$ cat src/rtl/npwr_pkg.sv
package npwr_pkg;

  // Defaults for the top-level parameters.
  localparam int unsigned DEF_MAX_ATOMS  = 1024;
  localparam int unsigned DEF_COORD_BITS = 16;

  // Fixed field and register widths.
  localparam int unsigned SLOT_W    = 10;
  localparam int unsigned INDEX_W   = 10;
  localparam int unsigned TOL_W     = 16;
  localparam int unsigned CNT_CFG_W = 11;
  localparam int unsigned CFG_IDX_W = 1;
  localparam int unsigned CFG_DAT_W = 16;

  // Each coordinate difference is clamped to this magnitude before squaring.
  localparam int unsigned DIFF_CLAMP = 65536;
  localparam int unsigned CLAMP_W    = 17;
  localparam int unsigned SQ_W       = 2 * CLAMP_W - 1;
  localparam int unsigned DIST_W     = 36;

  // Configuration register indexes.
  localparam logic [CFG_IDX_W-1:0] REG_TOLERANCE  = 1'd0;
  localparam logic [CFG_IDX_W-1:0] REG_ATOM_COUNT = 1'd1;

  // Opcodes.
  localparam logic OP_LOAD  = 1'b0;
  localparam logic OP_QUERY = 1'b1;

  typedef enum logic [2:0] {
    ST_IDLE   = 3'b001,
    ST_SCAN   = 3'b010,
    ST_FINISH = 3'b100
  } state_e;

endpackage

$ cat src/rtl/npwr_dist.sv
module npwr_dist
  import npwr_pkg::*;
#(
  parameter int unsigned MAX_ATOMS  = DEF_MAX_ATOMS,
  parameter int unsigned COORD_BITS = DEF_COORD_BITS,
  localparam int unsigned AddrW = (MAX_ATOMS > 1) ? $clog2(MAX_ATOMS) : 1
) (
  input  logic                         clk_i,
  input  logic                         rst_ni,
  input  logic                         pt_valid_i,
  input  logic [AddrW-1:0]             pt_idx_i,
  input  logic [3*COORD_BITS-1:0]      pt_data_i,
  input  logic signed [COORD_BITS-1:0] q_x_i,
  input  logic signed [COORD_BITS-1:0] q_y_i,
  input  logic signed [COORD_BITS-1:0] q_z_i,
  output logic                         dist_valid_o,
  output logic [AddrW-1:0]             dist_idx_o,
  output logic [DIST_W-1:0]            dist_o,
  output logic                         busy_o
);

  localparam int unsigned DiffW = COORD_BITS + 1;

  logic signed [COORD_BITS-1:0] pt_c [3];
  logic signed [COORD_BITS-1:0] q_c  [3];
  logic [CLAMP_W-1:0] mag_d [3];
  logic [CLAMP_W-1:0] mag_q [3];
  logic [SQ_W-1:0]    sq_q  [3];
  logic               va_q, vb_q;
  logic [AddrW-1:0]   idxa_q, idxb_q;

  assign pt_c[0] = pt_data_i[COORD_BITS-1:0];
  assign pt_c[1] = pt_data_i[2*COORD_BITS-1:COORD_BITS];
  assign pt_c[2] = pt_data_i[3*COORD_BITS-1:2*COORD_BITS];
  assign q_c[0]  = q_x_i;
  assign q_c[1]  = q_y_i;
  assign q_c[2]  = q_z_i;

  // Stage A: absolute difference per axis, clamped to the fixed limit.
  always_comb begin
    logic signed [DiffW-1:0] diff;
    logic [DiffW-1:0]        mag;
    for (int k = 0; k < 3; k++) begin
      diff = DiffW'(pt_c[k]) - DiffW'(q_c[k]);
      mag  = diff[DiffW-1] ? DiffW'(-diff) : DiffW'(diff);
      if (64'(mag) > 64'(DIFF_CLAMP)) begin
        mag_d[k] = CLAMP_W'(DIFF_CLAMP);
      end else begin
        mag_d[k] = CLAMP_W'(mag);
      end
    end
  end

  always_ff @(posedge clk_i or negedge rst_ni) begin
    if (!rst_ni) begin
      va_q <= 1'b0;
      vb_q <= 1'b0;
    end else begin
      va_q <= pt_valid_i;
      vb_q <= va_q;
    end
  end

  // Stage B: one multiplier per axis.
  always_ff @(posedge clk_i) begin
    idxa_q <= pt_idx_i;
    idxb_q <= idxa_q;
    for (int k = 0; k < 3; k++) begin
      mag_q[k] <= mag_d[k];
      sq_q[k]  <= SQ_W'(mag_q[k] * mag_q[k]);
    end
  end

  assign dist_o       = DIST_W'(sq_q[0]) + DIST_W'(sq_q[1]) + DIST_W'(sq_q[2]);
  assign dist_valid_o = vb_q;
  assign dist_idx_o   = idxb_q;
  assign busy_o       = va_q | vb_q;

endmodule

$ cat config.mk
export PLATFORM = sky130hd
export DESIGN_NAME = npwr_dist
export DESIGN_NICKNAME = d
export VERILOG_FILES = /design/src/rtl/npwr_pkg.sv /design/src/rtl/npwr_dist.sv
export SDC_FILE = /design/constraint.sdc
export NUM_CORES = 2
export LEC_CHECK = 0
export BUFFER_PORTS_ARGS = -buffer_cell sky130_fd_sc_hd__buf_4
export CAP_MARGIN = 30
export CORE_ASPECT_RATIO = 0.9
export CORE_UTILIZATION = 55
export DETAILED_ROUTE_END_ITERATION = 10
export PLACE_DENSITY = 0.73
export SLEW_MARGIN = 20
export SYNTH_ARGS = -nofsm -noshare
export SYNTH_HDL_FRONTEND = slang
export SYNTH_SLANG_ARGS = --single-unit
$ cat constraint.sdc
create_clock -name clk_i -period 18.84 [get_ports clk_i]
set_input_delay 0.942 -clock clk_i [delete_from_list [all_inputs] [get_ports clk_i]]
set_output_delay 0.942 -clock clk_i [all_outputs]
set_load 0.01 [all_outputs]
== Word-level counts from Yosys, hierarchy flattened ==
Memory sizes are Yosys's and may differ from the RTL's.
Index checks and enable logic that the tools add are counted.

* Add/subtract/negate cells: 8
* Multipliers: 3
* Order comparisons: 3
* Muxes and demuxes: 6
* Bitwise gates (word level): 1

{| class="wikitable"
|+ Operators by type and width
! kind !! count
|-
| 17-bit 2-to-1 mux || 6
|-
| 17-bit by 17-bit multiplier with 33-bit output || 3
|-
| 17-bit greater-than comparator, second input constant || 3
|-
| 17-bit negator || 3
|-
| 16-bit by 16-bit subtractor with 17-bit output || 3
|-
| 36-bit by 33-bit adder with 36-bit output || 1
|-
| 33-bit by 33-bit adder with 34-bit output || 1
|-
| 1-bit bitwise OR || 1
|}

* Flip-flop bits (word level): 22
* RAM bits: 150
* Input bits: 109
* Memories kept: 2

{| class="wikitable"
|+ Memories
! name !! depth !! width !! rd ports !! clocked after Yosys merged registers in !! write ports !! line !! source
|-
| sq_q || 3 || 33 || 3 || 0 || 3 || npwr_dist.sv:28 || <nowiki>logic [SQ_W-1:0] sq_q [3];</nowiki>
|-
| mag_q || 3 || 17 || 3 || 0 || 3 || npwr_dist.sv:27 || <nowiki>logic [CLAMP_W-1:0] mag_q [3];</nowiki>
|}

== Longest topological paths before layout ==
* Word-level depth: 5
* Depth in mapped cells: 26
* Gate-level depth less buffers: 26

== Least setup slack after synthesis ==
No wires, ideal clock.

* Path kind: reg-to-reg
* Start: memory mag_q[1][14] (netlist: mag_q[0][31])
* End: memory sq_q[0][65] in the netlist's numbering
* Library setup time: 0.072 ns
* Arrival time: 6.240 ns
* Required time: 18.768 ns
* Slack: 12.528 ns
* Stages on the path, launching flop included: 25
* Cell sequence: dfxtp_1 -> clkbuf_1 -> clkbuf_1 -> nand2_1 -> fa_1 -> fa_1 -> fa_1 -> inv_1 -> fa_1 -> fa_1 -> inv_1 -> fa_1 -> inv_1 -> ha_1 -> a21o_1 -> a21o_1 -> a21oi_1 -> o21a_1 -> nand4_1 -> nand2_1 -> o21ai_0 -> or4_1 -> a31o_2 -> a311oi_1 -> xnor2_1

{| class="wikitable"
|+ RTL lines
! item !! line
|-
| start, declared || npwr_dist.sv:27
|-
| end, declared || npwr_dist.sv:28
|}

==> qor.csv <==
stage,metric,value,unit
cts,cts_setup_buffers,0,
global_routing,grt_max_degree,22,
die,initial_core_util,0.562,
die,die_x,264,um
route,drt-initial-drc-count,1328,
setup_path,critPathMostFrequentCell,a21oi_1,
cts,cts_sinks,169,
setup_path,worst-r2r-setup-slack,11.62,ns
setup_path,critical_path_class,flop to output port,
sta,finClkSkew,0.0110,ns
global_routing,grt.overflow.total,0,
global_routing,grt_usage,0.242,
placement,dp.final_hpwl,61400,um
sta,rsz0062_at_grt,no,
cts,clk_latency,0.49,ns
cts,htreeDepth,4,
setup_path,required,17.90,ns
setup_path,worstReg2RegEnd,sq_q[0][96]$_DFF_P_,
setup_path,worstPathArrival,6.33,ns
synthesis,synth_flop_cell,dfxtp_1,
synthesis,syn_nets,4908,
global_routing,antenna_found_initial,1,
route,via_per_inst,5.29,
run_status,status,"finished, final reports clean",
synthesis,ys_types,85,
route,vias,24800,
setup_path,startpoint,sq_q[0][3]$_DFF_P_,
job,maxCapViolations,0,
synthesis,syn_avg_cell_area,8.94,sq um
sta,timing.fmax,138,MHz
die,io_pins,157,
synthesis,yosys_warnings,0,
sta,worstMarginPinSlew,0.995,ns
placement,gp_congestion,0.899,
die,fp.dieArea,62600,sq um
sta,relSlewSlack,0.332,
setup_path,crit_end,dist_o[32],
synthesis,ys_seq_elements,169,
cts,ctsResizeCount,0,
cts,ctsLongestPathBuffers,2,
synthesis,seq_area_frac_synth,0.100,
setup_path,timing.rr.start,mag_q[0][36]$_SDFF_PN0_,
setup_path,cp.depth,23,
synthesis,syn-cell-area,33900,sq um
die,die_h,237,um
global_routing,grt_pass1_vias,25700,
cts,clkTransAtPathRegs,0.07,ns
cts,cts_made_buffers,17,
cts,holdBufCountCts,0,
sta,finalHoldViolations,0,
layout,antenna_cells,0,
setup_path,path_max_fanout,6,
layout,fin_nets,5006,
die,core,60300,sq um
sta,finalSetupViolations,0,
setup_path,path_delay_family,compound AO/OA/AOI/OAI gates,
layout,syn_to_final_growth,7.29,%
route,drt_first_pass_iters,5,
setup_path,cp-start-kind,flop,
cts,cts_tree,yes,
synthesis,synth-edff-count,0,
layout,drive_gt1_frac,0.0600,
die,rows,85,
sta,finalMaxSlewViolations,0,
sta,fin_tns_setup,0,ns
setup_path,max_stage_delay,0.66,ns
sta,period_needed,7.27,ns
cts,cts_root_buf,clkbuf_16,
min_path,hold_class,primary input to asynchronous set/reset pin,
setup_path,endpoint_kind,output port,
global_routing,grt_pass1_wl,123000,um
route,postRouteAntennaNets,0,
setup_path,cp_cell_sequence,ha_1 -> a211o_1 -> a21oi_1 -> a211oi_1 -> o41ai_1 -> a21oi_1 -> nand3_1 -> nand2_1 -> a21oi_1 -> xnor2_1 -> ha_1 -> a21o_1 -> a21o_1 -> a21o_1 -> a21oi_1 -> o21ai_0 -> a31o_2 -> a21oi_1 -> o21a_1 -> o21ai_0 -> or4_1 -> nand4_1 -> buf_4,
synthesis,syn_inst,3789,
setup_path,r2r_cells,23,
setup_path,cp_slowest_cell,o41ai_1,
synthesis,synthArstFlopShare,0.0118,
sta,fin_crit_sh,0.386,
route,route.detailed.drc,0,
route,routed_wl,71900,um
route,post_drt_wl_per_cell,15.4,um
setup_path,path_buf_inv,1,
placement,io_buffer_count,155,
==> logic make-up after synthesis <==
kind of cell / Yosys count / synth area share
muxes: 10 / 0.00310
other: 1 / 0.000111
and+or+nand+nor: 891 / 0.129
adders and majority gates: 1010 / 0.501
DFF: 169 / 0.100
buffers and inverters: 955 / 0.106
xor gates and xnor gates: 241 / 0.0630
AOI/OAI and AO/OA: 512 / 0.0968
==> placed cells by master (no fill, tap or decap), types with 15 or more instances in the layout <==
cell type,count
nand2b_1,25
and2_1,176
xor2_1,62
ha_1,432
buf_4,160
o21bai_1,18
o21ai_0,87
o21a_1,24
fa_1,578
a31oi_1,19
xnor2_1,176
a21oi_1,179
nand2_1,294
nor2_1,176
and3_1,16
dfxtp_1,167
nor2b_1,38
inv_1,874
a21o_1,64
nor3_1,45
nand3_1,43
clkbuf_16,17
nand4_1,15
==> per-layer routing <==
metal | vias to the layer above | track usage | part of all wire
met5 | - | 0 | 0
met4 | 0 | 0.0542 | 0.016
met3 | 73 | 0.0294 | 0.047
met2 | 544 | 0.407 | 0.47
met1 | 12100 | 0.335 | 0.46
li1 | 12000 | - | -
==> sequential cells by signal, indices dropped and copies added (netlist names) <==
| register | count |
|---|---|
| dist_valid_o | 1 |
| idxa_q | 10 |
| dist_idx_o | 10 |
| mag_q | 51 |
| sq_q | 96 |
| va_q | 1 |
==> Yosys cell counts (14+ instances only) <==
master / instances / area, sq um
inv_1: 874 / 3280
fa_1: 578 / 11600
ha_1: 432 / 5410
nand2_1: 294 / 1100
a21oi_1: 179 / 896
and2_1: 176 / 1100
nor2_1: 176 / 661
xnor2_1: 176 / 1540
dfxtp_1: 167 / 3340
o21ai_0: 87 / 435
clkbuf_1: 76 / 285
a21o_1: 64 / 480
xor2_1: 62 / 543
nor3_1: 45 / 225
nand3_1: 43 / 215
nor2b_1: 38 / 238
nand2b_1: 25 / 156
o21a_1: 24 / 180
a31oi_1: 19 / 119
o21bai_1: 18 / 135
and3_1: 16 / 100
nand4_1: 15 / 93.8
a211oi_1: 14 / 105
or2_2: 14 / 87.6
==> metrics by stage <==
step | hold WS [ns] | cells | utilization | area, sq um | setup slack [ns]
after floorplan | 0.310 | 3789 | - | 33900 | 12.53
after global placement | 0.310 | 4651 | 0.592 | 35700 | 11.88
after detailed placement | 0.312 | 4651 | 0.592 | 35700 | 11.67
after CTS | 0.200 | 4683 | 0.602 | 36300 | 11.64
after global routing | 0.210 | 4683 | 0.602 | 36300 | 11.08
final | 0.229 | 4683 | 0.602 | 36300 | 11.57
==> layout make-up <==
cell class                      count  area, sq um
Clock inverter                     13          169
Tap cell                          783          980
Multi-Input combinational cell   2665        26900
Clock buffer                       19          433
Sequential cell                   169         3390
Timing Repair Buffer              160         1200
Fill cell                        5213        24000
Inverter                          874         3280
==> worst reg2reg max path: stages, from the launching register on <==
cell and delay [ns]:
dfxtp_1 0.76, inv_1 0.20, nor2_1 0.28, fa_1 0.48, inv_1 0.10, fa_1 0.42
fa_1 0.53, inv_1 0.06, fa_1 0.50, fa_1 0.49, inv_1 0.05, fa_1 0.47
inv_1 0.04, ha_1 0.33, a21oi_1 0.17, o21ai_0 0.13, a21oi_1 0.16, o21ai_0 0.17
a221oi_1 0.40, o21ai_0 0.23, o41ai_1 0.65, o311a_1 0.29, a21oi_1 0.08, xor2_1 0.14
==> worst min path at each step <==
stage                            startpoint                endpoint  slack, ns
after global routing                 rst_ni  dist_valid_o$_DFF_PN0_       0.21
final                                rst_ni          va_q$_DFF_PN0_       0.23
after global placement    idxa_q[9]$_DFF_P_   dist_idx_o[9]$_DFF_P_       0.31
after floorplan           idxa_q[0]$_DFF_P_   dist_idx_o[0]$_DFF_P_       0.31
after detailed placement  idxa_q[5]$_DFF_P_   dist_idx_o[5]$_DFF_P_       0.31
after CTS                            rst_ni          va_q$_DFF_PN0_       0.20
Power is not shown: default switching activity piles up to over one toggle a cycle in this logic, so the estimate is an artifact.
